`src/rtl/hfnl_pkg.sv`:
```
`default_nettype none
package hfnl_pkg;

    localparam int FRAC_BITS_DEF = 16;
    localparam int CFG_IDX_W     = 3;
    localparam int CFG_DATA_W    = 18;
    localparam int COEF_W        = 18;
    localparam int LN_TWO_W      = 17;
    localparam int HALF_W        = 16;
    localparam int HALF_MAN_W    = 10;
    localparam int HALF_EXP_W    = 5;
    localparam int EXP_BIAS      = 15;
    // largest leading-zero count of the fixed-point magnitude with a normal result
    localparam int LZ_NORM_MAX   = 20;
    localparam int SUB_ALIGN     = 24;

    localparam logic [HALF_EXP_W-1:0] EXP_ALL_ONES = 5'h1F;
    localparam logic [HALF_W-1:0] HALF_NEG_INF = 16'hFC00;
    localparam logic [HALF_W-1:0] HALF_POS_INF = 16'h7C00;
    localparam logic [HALF_W-1:0] HALF_QNAN    = 16'h7E00;

    localparam logic signed [COEF_W-1:0] COEF_ONE_RST   = 18'sd65536;
    localparam logic signed [COEF_W-1:0] COEF_TWO_RST   = -18'sd32768;
    localparam logic signed [COEF_W-1:0] COEF_THREE_RST = 18'sd21845;
    localparam logic signed [COEF_W-1:0] COEF_FOUR_RST  = -18'sd16384;
    localparam logic [LN_TWO_W-1:0]      LN_TWO_RST     = 17'd45426;

    typedef enum logic [CFG_IDX_W-1:0] {
        CFG_POLY_MODE  = 3'd0,
        CFG_COEF_ONE   = 3'd1,
        CFG_COEF_TWO   = 3'd2,
        CFG_COEF_THREE = 3'd3,
        CFG_COEF_FOUR  = 3'd4,
        CFG_LN_TWO     = 3'd5
    } t_cfg_idx;

    typedef enum logic [1:0] {
        PM_HORNER = 2'd0,
        PM_QUAD   = 2'd1,
        PM_LINEAR = 2'd2
    } t_poly_mode;

    typedef struct packed {
        logic [HALF_W-1:0] x_bits;
        logic              last_in;
    } t_in_beat;

    typedef struct packed {
        logic [HALF_W-1:0] log_bits;
        logic              special_input;
        logic              last_out;
    } t_out_beat;

    typedef struct packed {
        logic              special;
        logic [HALF_W-1:0] spec_bits;
        logic              last;
    } t_side;

endpackage
`default_nettype wire

```
`src/rtl/hfnl_to_half.sv`:
```
`default_nettype none
module hfnl_to_half #(
    parameter int FRAC_BITS = hfnl_pkg::FRAC_BITS_DEF
) (
    input  logic                     i_clk,
    input  logic                     i_rst_n,
    input  logic                     i_valid,
    input  logic signed [FRAC_BITS+6:0] i_sum,
    input  hfnl_pkg::t_side          i_side,
    output logic                     o_stall,
    output logic                     o_valid,
    output hfnl_pkg::t_out_beat      o_beat,
    input  logic                     i_stall
);
    import hfnl_pkg::*;

    localparam int SW     = FRAC_BITS + 7;
    localparam int LZW    = $clog2(SW);
    localparam int SUB_SH = SUB_ALIGN - FRAC_BITS;
    localparam int SUBW   = SW + SUB_SH;

    logic           en5, en6;
    logic           neg;
    logic [SW-1:0]  mag;
    logic [SW-1:0]  norm;
    logic [LZW-1:0] lz;

    logic           r_vld5;
    logic [SW-1:0]  r_norm5;
    logic [SW-1:0]  r_mag5;
    logic [LZW-1:0] r_lz5;
    logic           r_neg5;
    logic           r_zero5;
    t_side          r_side5;

    logic [HALF_MAN_W:0]   mant;
    logic                  guard;
    logic                  sticky;
    logic                  rnd;
    logic [HALF_EXP_W-1:0] expo;
    logic [14:0]           norm_mag;
    logic [SUBW-1:0]       sub_w;
    logic [14:0]           half_mag;
    t_out_beat             n_beat;

    logic                  r_vld6;
    t_out_beat             r_beat6;

    assign en6     = !r_vld6 || !i_stall;
    assign en5     = !r_vld5 || en6;
    assign o_stall = !en5;
    assign o_valid = r_vld6;
    assign o_beat  = r_beat6;

    // magnitude and normalize
    assign neg = i_sum[SW-1];
    assign mag = neg ? SW'(-i_sum) : SW'(i_sum);

    always_comb begin
        norm = mag;
        lz   = '0;
        for (int k = LZW - 1; k >= 0; k--) begin
            if ((norm >> (SW - (1 << k))) == '0) begin
                norm = norm << (1 << k);
                lz   = lz | LZW'(1 << k);
            end
        end
    end

    always_ff @(posedge i_clk) begin
        if (!i_rst_n) begin
            r_vld5 <= 1'b0;
        end else if (en5) begin
            r_vld5 <= i_valid;
        end
    end

    always_ff @(posedge i_clk) begin
        if (en5) begin
            r_norm5 <= norm;
            r_mag5  <= mag;
            r_lz5   <= lz;
            r_neg5  <= neg;
            r_zero5 <= (mag == '0);
            r_side5 <= i_side;
        end
    end

    // round to nearest even and pack
    assign mant     = r_norm5[SW-1 -: HALF_MAN_W+1];
    assign guard    = r_norm5[SW-HALF_MAN_W-2];
    assign sticky   = |r_norm5[SW-HALF_MAN_W-3:0];
    assign rnd      = guard && (sticky || mant[0]);
    assign expo     = HALF_EXP_W'(LZ_NORM_MAX) - HALF_EXP_W'(r_lz5);
    assign norm_mag = 15'(mant) + 15'(rnd) + {expo, {HALF_MAN_W{1'b0}}};
    assign sub_w    = SUBW'(r_mag5) << SUB_SH;

    always_comb begin
        if (r_zero5) begin
            half_mag = '0;
        end else if (int'(r_lz5) <= LZ_NORM_MAX) begin
            half_mag = norm_mag;
        end else begin
            half_mag = 15'(sub_w[HALF_MAN_W-1:0]);
        end
        n_beat.special_input = r_side5.special;
        n_beat.last_out      = r_side5.last;
        if (r_side5.special) begin
            n_beat.log_bits = r_side5.spec_bits;
        end else begin
            n_beat.log_bits = {r_neg5 && !r_zero5, half_mag};
        end
    end

    always_ff @(posedge i_clk) begin
        if (!i_rst_n) begin
            r_vld6 <= 1'b0;
        end else if (en6) begin
            r_vld6 <= r_vld5;
        end
    end

    always_ff @(posedge i_clk) begin
        if (en6) begin
            r_beat6 <= n_beat;
        end
    end

endmodule
`default_nettype wire

```
`src/rtl/half_float_natural_log_core.sv`:
```
// Natural log of one binary16 value per beat, result as binary16.
// Input channel: i_in_valid / o_in_stall carry i_in (x_bits, last_in).
// Output channel: o_out_valid / i_out_stall carry o_out (log_bits,
// special_input, last_out). A beat moves when valid is high and stall low.
// Configuration: write i_cfg_data to register i_cfg_idx while i_cfg_we is
// high; only while no beat is in flight. Indexes above the list are ignored.
// Pipeline: six register stages, in order three Horner multiply stages,
// a final multiply and add, then normalize and round-and-pack.
// Throughput: one beat per cycle while unstalled; each stage takes a new
// beat if empty or if its successor moves, so bubbles are squeezed out.
// Stall: a stalled output holds its beat; upstream stages keep filling and
// o_in_stall rises only once all six stages hold beats.
// Reset (i_rst_n low at an edge): the pipeline empties and the
// registers return to their defaults (degree-4 polynomial, default
// coefficients, ln 2).
`default_nettype none
module half_float_natural_log_core #(
    parameter int FRAC_BITS = hfnl_pkg::FRAC_BITS_DEF
) (
    input  logic                              i_clk,
    input  logic                              i_rst_n,
    input  logic                              i_cfg_we,
    input  logic [hfnl_pkg::CFG_IDX_W-1:0]    i_cfg_idx,
    input  logic [hfnl_pkg::CFG_DATA_W-1:0]   i_cfg_data,
    input  logic                              i_in_valid,
    input  hfnl_pkg::t_in_beat                i_in,
    output logic                              o_in_stall,
    output logic                              o_out_valid,
    output hfnl_pkg::t_out_beat               o_out,
    input  logic                              i_out_stall
);
    import hfnl_pkg::*;

    localparam int F      = FRAC_BITS;
    localparam int CW     = F + 2;
    localparam int LW     = F + 1;
    localparam int S1W    = F + 3;
    localparam int S2W    = F + 4;
    localparam int S3W    = F + 5;
    localparam int AW     = F + 2;
    localparam int EW     = F + 6;
    localparam int SW     = F + 7;
    localparam int UP_SH  = (F >= 16) ? F - 16 : 0;
    localparam int DN_SH  = (F >= 16) ? 0 : 16 - F;

    logic [1:0]                 r_poly_mode;
    logic signed [COEF_W-1:0]   r_coef_one, r_coef_two, r_coef_three, r_coef_four;
    logic [LN_TWO_W-1:0]        r_ln_two;

    logic signed [CW-1:0] c1q, c2q, c3q, c4q;
    logic [LW-1:0]        lnq;
    logic                 is_quad, is_lin;

    function automatic logic signed [CW-1:0] rescale(input logic signed [COEF_W-1:0] c);
        logic signed [47:0] w;
        w = 48'(c);
        w = (w <<< UP_SH) >>> DN_SH;
        return CW'(w);
    endfunction

    always_ff @(posedge i_clk) begin
        if (!i_rst_n) begin
            r_poly_mode  <= PM_HORNER;
            r_coef_one   <= COEF_ONE_RST;
            r_coef_two   <= COEF_TWO_RST;
            r_coef_three <= COEF_THREE_RST;
            r_coef_four  <= COEF_FOUR_RST;
            r_ln_two     <= LN_TWO_RST;
        end else if (i_cfg_we) begin
            unique case (i_cfg_idx)
                CFG_POLY_MODE:  r_poly_mode  <= i_cfg_data[1:0];
                CFG_COEF_ONE:   r_coef_one   <= $signed(i_cfg_data[COEF_W-1:0]);
                CFG_COEF_TWO:   r_coef_two   <= $signed(i_cfg_data[COEF_W-1:0]);
                CFG_COEF_THREE: r_coef_three <= $signed(i_cfg_data[COEF_W-1:0]);
                CFG_COEF_FOUR:  r_coef_four  <= $signed(i_cfg_data[COEF_W-1:0]);
                CFG_LN_TWO:     r_ln_two     <= i_cfg_data[LN_TWO_W-1:0];
                default: ;
            endcase
        end
    end

    assign c1q     = rescale(r_coef_one);
    assign c2q     = rescale(r_coef_two);
    assign c3q     = rescale(r_coef_three);
    assign c4q     = rescale(r_coef_four);
    assign lnq     = LW'((48'(r_ln_two) << UP_SH) >> DN_SH);
    assign is_quad = (r_poly_mode == PM_QUAD);
    assign is_lin  = (r_poly_mode == PM_LINEAR);

    // stage handshake
    logic en1, en2, en3, en4, th_stall;
    logic r_vld1, r_vld2, r_vld3, r_vld4;

    assign en4        = !r_vld4 || !th_stall;
    assign en3        = !r_vld3 || en4;
    assign en2        = !r_vld2 || en3;
    assign en1        = !r_vld1 || en2;
    assign o_in_stall = !en1;

    always_ff @(posedge i_clk) begin
        if (!i_rst_n) begin
            r_vld1 <= 1'b0;
            r_vld2 <= 1'b0;
            r_vld3 <= 1'b0;
            r_vld4 <= 1'b0;
        end else begin
            if (en1) begin
                r_vld1 <= i_in_valid;
            end
            if (en2) begin
                r_vld2 <= r_vld1;
            end
            if (en3) begin
                r_vld3 <= r_vld2;
            end
            if (en4) begin
                r_vld4 <= r_vld3;
            end
        end
    end

    // stage 1: decode, first Horner step, alternate polynomials, exponent term
    logic                    sgn;
    logic [HALF_EXP_W-1:0]   ex;
    logic [HALF_MAN_W-1:0]   man;
    logic [F-1:0]            t;
    logic signed [F:0]       t_s;
    logic signed [2*F+2:0]   m1;
    logic [2*F-1:0]          tt;
    logic [2*F:0]            tl;
    logic [F:0]              quad;
    logic [F:0]              lin;
    logic signed [5:0]       e;
    logic signed [F+7:0]     ep;
    logic signed [S1W-1:0]   n_s1;
    logic signed [AW-1:0]    n_alt;
    t_side                   n_side;

    assign sgn  = i_in.x_bits[HALF_W-1];
    assign ex   = i_in.x_bits[HALF_W-2 -: HALF_EXP_W];
    assign man  = i_in.x_bits[HALF_MAN_W-1:0];
    assign t    = {man, {(F-HALF_MAN_W){1'b0}}};
    assign t_s  = $signed({1'b0, t});
    assign m1   = c4q * t_s;
    assign n_s1 = S1W'(m1 >>> F) + S1W'(c3q);
    assign tt   = t * t;
    assign quad = {1'b0, t} - (F+1)'(tt >> (F + 1));
    assign tl   = t * lnq;
    assign lin  = (F+1)'(tl >> F);
    assign n_alt = is_lin ? AW'(lin) : AW'(quad);
    assign e    = 6'($signed({1'b0, ex}) - EXP_BIAS);
    assign ep   = e * $signed({1'b0, lnq});

    always_comb begin
        n_side.last      = i_in.last_in;
        n_side.special   = 1'b1;
        n_side.spec_bits = HALF_QNAN;
        if (ex == '0 && man == '0) begin
            n_side.spec_bits = HALF_NEG_INF;
        end else if (!sgn && ex == EXP_ALL_ONES && man == '0) begin
            n_side.spec_bits = HALF_POS_INF;
        end else if (!sgn && ex != '0 && ex != EXP_ALL_ONES) begin
            n_side.special = 1'b0;
        end
    end

    logic [F-1:0]          r_t1, r_t2, r_t3;
    logic signed [S1W-1:0] r_s1;
    logic signed [S2W-1:0] r_s2;
    logic signed [S3W-1:0] r_s3;
    logic signed [AW-1:0]  r_alt1, r_alt2, r_alt3;
    logic signed [EW-1:0]  r_exp1, r_exp2, r_exp3;
    t_side                 r_side1, r_side2, r_side3, r_side4;
    logic signed [SW-1:0]  r_sum4;

    always_ff @(posedge i_clk) begin
        if (en1) begin
            r_t1    <= t;
            r_s1    <= n_s1;
            r_alt1  <= n_alt;
            r_exp1  <= EW'(ep);
            r_side1 <= n_side;
        end
    end

    // stage 2
    logic signed [S1W+F:0] m2;
    logic signed [S2W-1:0] n_s2;

    assign m2   = r_s1 * $signed({1'b0, r_t1});
    assign n_s2 = S2W'(m2 >>> F) + S2W'(c2q);

    always_ff @(posedge i_clk) begin
        if (en2) begin
            r_t2    <= r_t1;
            r_s2    <= n_s2;
            r_alt2  <= r_alt1;
            r_exp2  <= r_exp1;
            r_side2 <= r_side1;
        end
    end

    // stage 3
    logic signed [S2W+F:0] m3;
    logic signed [S3W-1:0] n_s3;

    assign m3   = r_s2 * $signed({1'b0, r_t2});
    assign n_s3 = S3W'(m3 >>> F) + S3W'(c1q);

    always_ff @(posedge i_clk) begin
        if (en3) begin
            r_t3    <= r_t2;
            r_s3    <= n_s3;
            r_alt3  <= r_alt2;
            r_exp3  <= r_exp2;
            r_side3 <= r_side2;
        end
    end

    // stage 4: last Horner step or alternate polynomial, and exponent sum
    logic signed [S3W+F:0] m4;
    logic signed [SW-1:0]  poly;
    logic signed [SW-1:0]  n_sum;

    assign m4    = r_s3 * $signed({1'b0, r_t3});
    assign poly  = (is_quad || is_lin) ? SW'(r_alt3) : SW'(S3W'(m4 >>> F));
    assign n_sum = SW'(r_exp3) + poly;

    always_ff @(posedge i_clk) begin
        if (en4) begin
            r_sum4  <= n_sum;
            r_side4 <= r_side3;
        end
    end

    hfnl_to_half #(
        .FRAC_BITS (FRAC_BITS)
    ) u_to_half (
        .i_clk   (i_clk),
        .i_rst_n (i_rst_n),
        .i_valid (r_vld4),
        .i_sum   (r_sum4),
        .i_side  (r_side4),
        .o_stall (th_stall),
        .o_valid (o_out_valid),
        .o_beat  (o_out),
        .i_stall (i_out_stall)
    );

endmodule
`default_nettype wire

```
`config.mk`:
```
export PLATFORM = sky130hd
export DESIGN_NAME = half_float_natural_log_core
export DESIGN_NICKNAME = d
export VERILOG_FILES = /design/src/rtl/hfnl_pkg.sv /design/src/rtl/hfnl_to_half.sv /design/src/rtl/half_float_natural_log_core.sv
export SDC_FILE = /design/constraint.sdc
export NUM_CORES = 2
export LEC_CHECK = 0
export BUFFER_PORTS_ARGS = -buffer_cell sky130_fd_sc_hd__buf_2
export CAP_MARGIN = 20
export CORE_ASPECT_RATIO = 0.75
export CORE_MARGIN = 2
export CORE_UTILIZATION = 35
export DETAILED_ROUTE_END_ITERATION = 7
export PLACE_DENSITY = 0.58
export SKIP_LAST_GASP = 1
export SYNTH_ARGS = -nofsm -noshare
export SYNTH_HDL_FRONTEND = slang
export SYNTH_SLANG_ARGS = --single-unit
```
`constraint.sdc`:
```
create_clock -name i_clk -period 21.4 [get_ports i_clk]
set_input_delay 0 -clock i_clk [delete_from_list [all_inputs] [get_ports i_clk]]
set_output_delay 0 -clock i_clk [all_outputs]
set_load 0.02 [all_outputs]
```
==> impl_metrics.csv <==
group,metric,value,unit
clock_network,cts_buffer_depth,3,
route,drc,0,
setup_path,critPathMaxFanout,21,
clock_network,cts_root_buf,"clkbuf_16",
clock_network,cts.sinks,397,
synth,async_reset_ff_frac,0,
setup_path,crit_top_cell,"fa_1",
placed_design,pre_cts_ws,12.68,ns
floorplanning,start_util,0.3531,
sta,finalMaxSlewViolations,0,
synth,syn-num-nets,7355,
floorplanning,dieWidth,468.2,um
synth,syn_area,56560,sq um
floorplanning,coreArea,160200,sq um
sta,period_share,0.4101,
placed_design,place_area,58780,sq um
clock_network,post_cts_resized,0,
grt,antenna_found_initial,9,
synth,yosys_register_bits,397,
route,routed_wl,138500,um
sta,timing.hold.ws,0.06128,ns
placed_design,dp_hpwl,108400,um
synth,avgSynthCellArea,9.607,sq um
sta,totalNegativeSetupSlack,0,ns
floorplanning,dieArea,164900,sq um
floorplanning,rows,127,
cells_and_area,drive_above_1_share,0.04364,
grt,grt_max_degree,98,
floorplanning,die_height,352.2,um
grt,grt_pass1_vias,40760,
route,drt-initial-drc-count,2234,
grt,gr-usage-all-layers,0.1722,
setup_path,critPathKind,"register to register",
synth,yosysWarnings,0,
run,cap_violations,0,
synth,synth.top_cells.by_area,"fa_1, edfxtp_1, ha_1, inv_1, nand2_1",
sta,worst_pin_slew,1.101,ns
setup_path,cp_slowest_stage_delay,0.84,ns
clock_network,cts_buffers,49,
floorplanning,ios,63,
synth,syn_inst,5888,
synth,ys_seq_area_frac,0.1936,
min_path,hp-start,"i_in[9]",
setup_path,crit_start,"r_t3[8]",
synth,synth_edf_count,300,
setup_path,worstSetupStartpointType,"register",
setup_path,timing.rr.start,"r_t3[8]",
sta,finClkSkew,0.04825,ns
clock_network,cts_tree,"done",
clock_network,clock_latency,0.65,ns
route,vias,38820,
synth,synth_top_area_frac,0.3231,
min_path,min_path_type,"input port to register",
route,wire_per_inst,17.37,um
sta,slew-limit-headroom,0.2661,
setup_path,required,21.87,ns
setup_path,r2r_setup_slack,12.62,ns
synth,yosys.area.top_type,"fa_1",
placed_design,numPortBuffers,62,
sta,rsz0062_at_grt,"false",
sta,fmax,113.9,MHz
grt,grt_pass1_wl,226900,um
grt,grt-ovfl-total,0,
sta,setup_ws,12.62,ns
setup_path,crit_arrival,9.25,ns
cells_and_area,final_area,60780,sq um
setup_path,cp_slowest_cell,"edfxtp_1",
synth,ys.flop_type,"edfxtp_1",
setup_path,end_kind,"register",
cells_and_area,area_delta_synth_final,7.461,%
placed_design,finalWeightedCongestion,0.8865,
clock_network,clkTransAtPathRegs,0.06,ns
route,via_per_inst,4.869,
sta,finalHoldViolCount,0,
cells_and_area,final_nets,7272,
route,antenna_left,0,
run_status,outcome,"finished, final reports clean",
route,first_pass_iters,5,
sta,fin_crit,8.776,ns
cells_and_area,nFillCells,15990,
sta,finalSetupViolations,0,
clock_network,htree_levels,2,
synth,synth_cell_types,94,
-- stage by stage --
stage               utilization  std cells
floorplan                     -       5888
global placement         0.3669       7846
detailed placement       0.3670       7847
CTS                      0.3794       7970
global route             0.3794       7971
finish                   0.3795       7974
-- worst paths after layout --
kind                endpoint  cells past startpoint
hold reg to reg   r_side4[0]                      0
setup / recovery  r_sum4[22]                     29
setup reg to reg  r_sum4[22]                     29
hold / removal      r_t1[14]                      2
-- state kept, by name, indices dropped and copies added, names as in the netlist, 17 cells and up --
name and count:
u_to_half.r_norm5 23, r_exp1 22, r_s2 20, c3q 18
u_to_half.o_beat 18, r_alt2 17, r_sum4 23, c1q 18
r_alt3 17, r_exp2 22, c2q 18, r_exp3 22
r_s1 19, r_s3 21, lnq 17, c4q 18
r_alt1 17
-- cells in the mapped netlist (6+ instances only) --
master and n:
nand2_1 841, edfxtp_1 300, dfxtp_1 97, fa_1 913, or4_1 7, clkbuf_1 245
nor2b_1 37, nand2b_1 52, o41ai_1 11, o21a_1 36, xor2_1 83, o2111ai_1 6
buf_2 9, nor4_1 12, o21ai_0 74, a31oi_1 17, nand4_1 11, mux2i_1 37
o211ai_1 12, o21bai_1 22, inv_1 1047, a31o_2 7, and3_1 34, a32oi_1 7
o21ai_1 6, nor3_1 62, or2_2 21, ha_1 511, a21oi_1 144, o31ai_1 8
and2_1 481, or3_1 29, mux2_2 24, o22ai_1 7, nand3_1 76, a21o_1 46
nor2_1 162, xnor2_1 180, and4_1 7, a21boi_0 68, a211oi_1 19, a41oi_1 7
-- layout make-up --
cell class / instances / area [sq um] / area share
clock inverter: 26 / 275.3 / 0.004529
clock buffer: 63 / 1373 / 0.02258
timing repair buffer: 129 / 898.4 / 0.01478
tap: 2128 / 2663 / 0.04380
sequential: 397 / 10950 / 0.1802
inverter: 1049 / 3945 / 0.06490
multi-input combinational: 4179 / 40670 / 0.6691
antenna: 3 / 7.507 / 0.0001235
-- worst max-delay path, delay by kind of cell, from the launching register on --
kind	cells	cell delay [ns]
xor gates and xnor gates	1	0.08
DFF	1	0.84
muxes	1	0.27
adders and majority gates	7	3.10
and+or+nand+nor	5	1.08
AOI/OAI and AO/OA	11	3.02
buffers and inverters	4	0.22
-- per-layer routing --
layer	GRT usage	up-vias	share of wire
met3	0.03062	145	0.063
met5	0	-	0.00028
li1	-	18340	-
met1	0.2581	19510	0.49
met2	0.2590	826	0.43
met4	0.03395	6	0.018
-- placed cells by master, fill, tap and decap left out, drive strengths merged, types with 38 or more instances in the layout --
master,instances
and2,481
clkbuf,63
nand2b,52
o21ai,81
ha,511
dfxtp,97
xor2,83
a21oi,144
a21boi,69
edfxtp,300
nand3,76
a21o,46
inv,1056
nor2,164
mux2i,38
nor3,65
fa,913
buf,95
xnor2,180
nand2,841
-- cell families after synthesis --
logic type      count (synthesis)  synth area share
buf+inv                      1312           0.08779
mux                            66           0.01252
flops                         397            0.1936
fa+ha+maj                    1424            0.4362
simple gates                 1858            0.1599
compound gates                568           0.06932
xor+xnor                      263           0.04072
-- what timing repair did --
item / 4_1_cts / 5_1_grt
setup buffers: 0 / 0
hold buffers: 34 / 0
endpoints found under the hold margin: 102 / 0
Power is left out: the tool's default activity adds up to more than one toggle a clock period on the data nets, which glitch-free logic cannot reach.
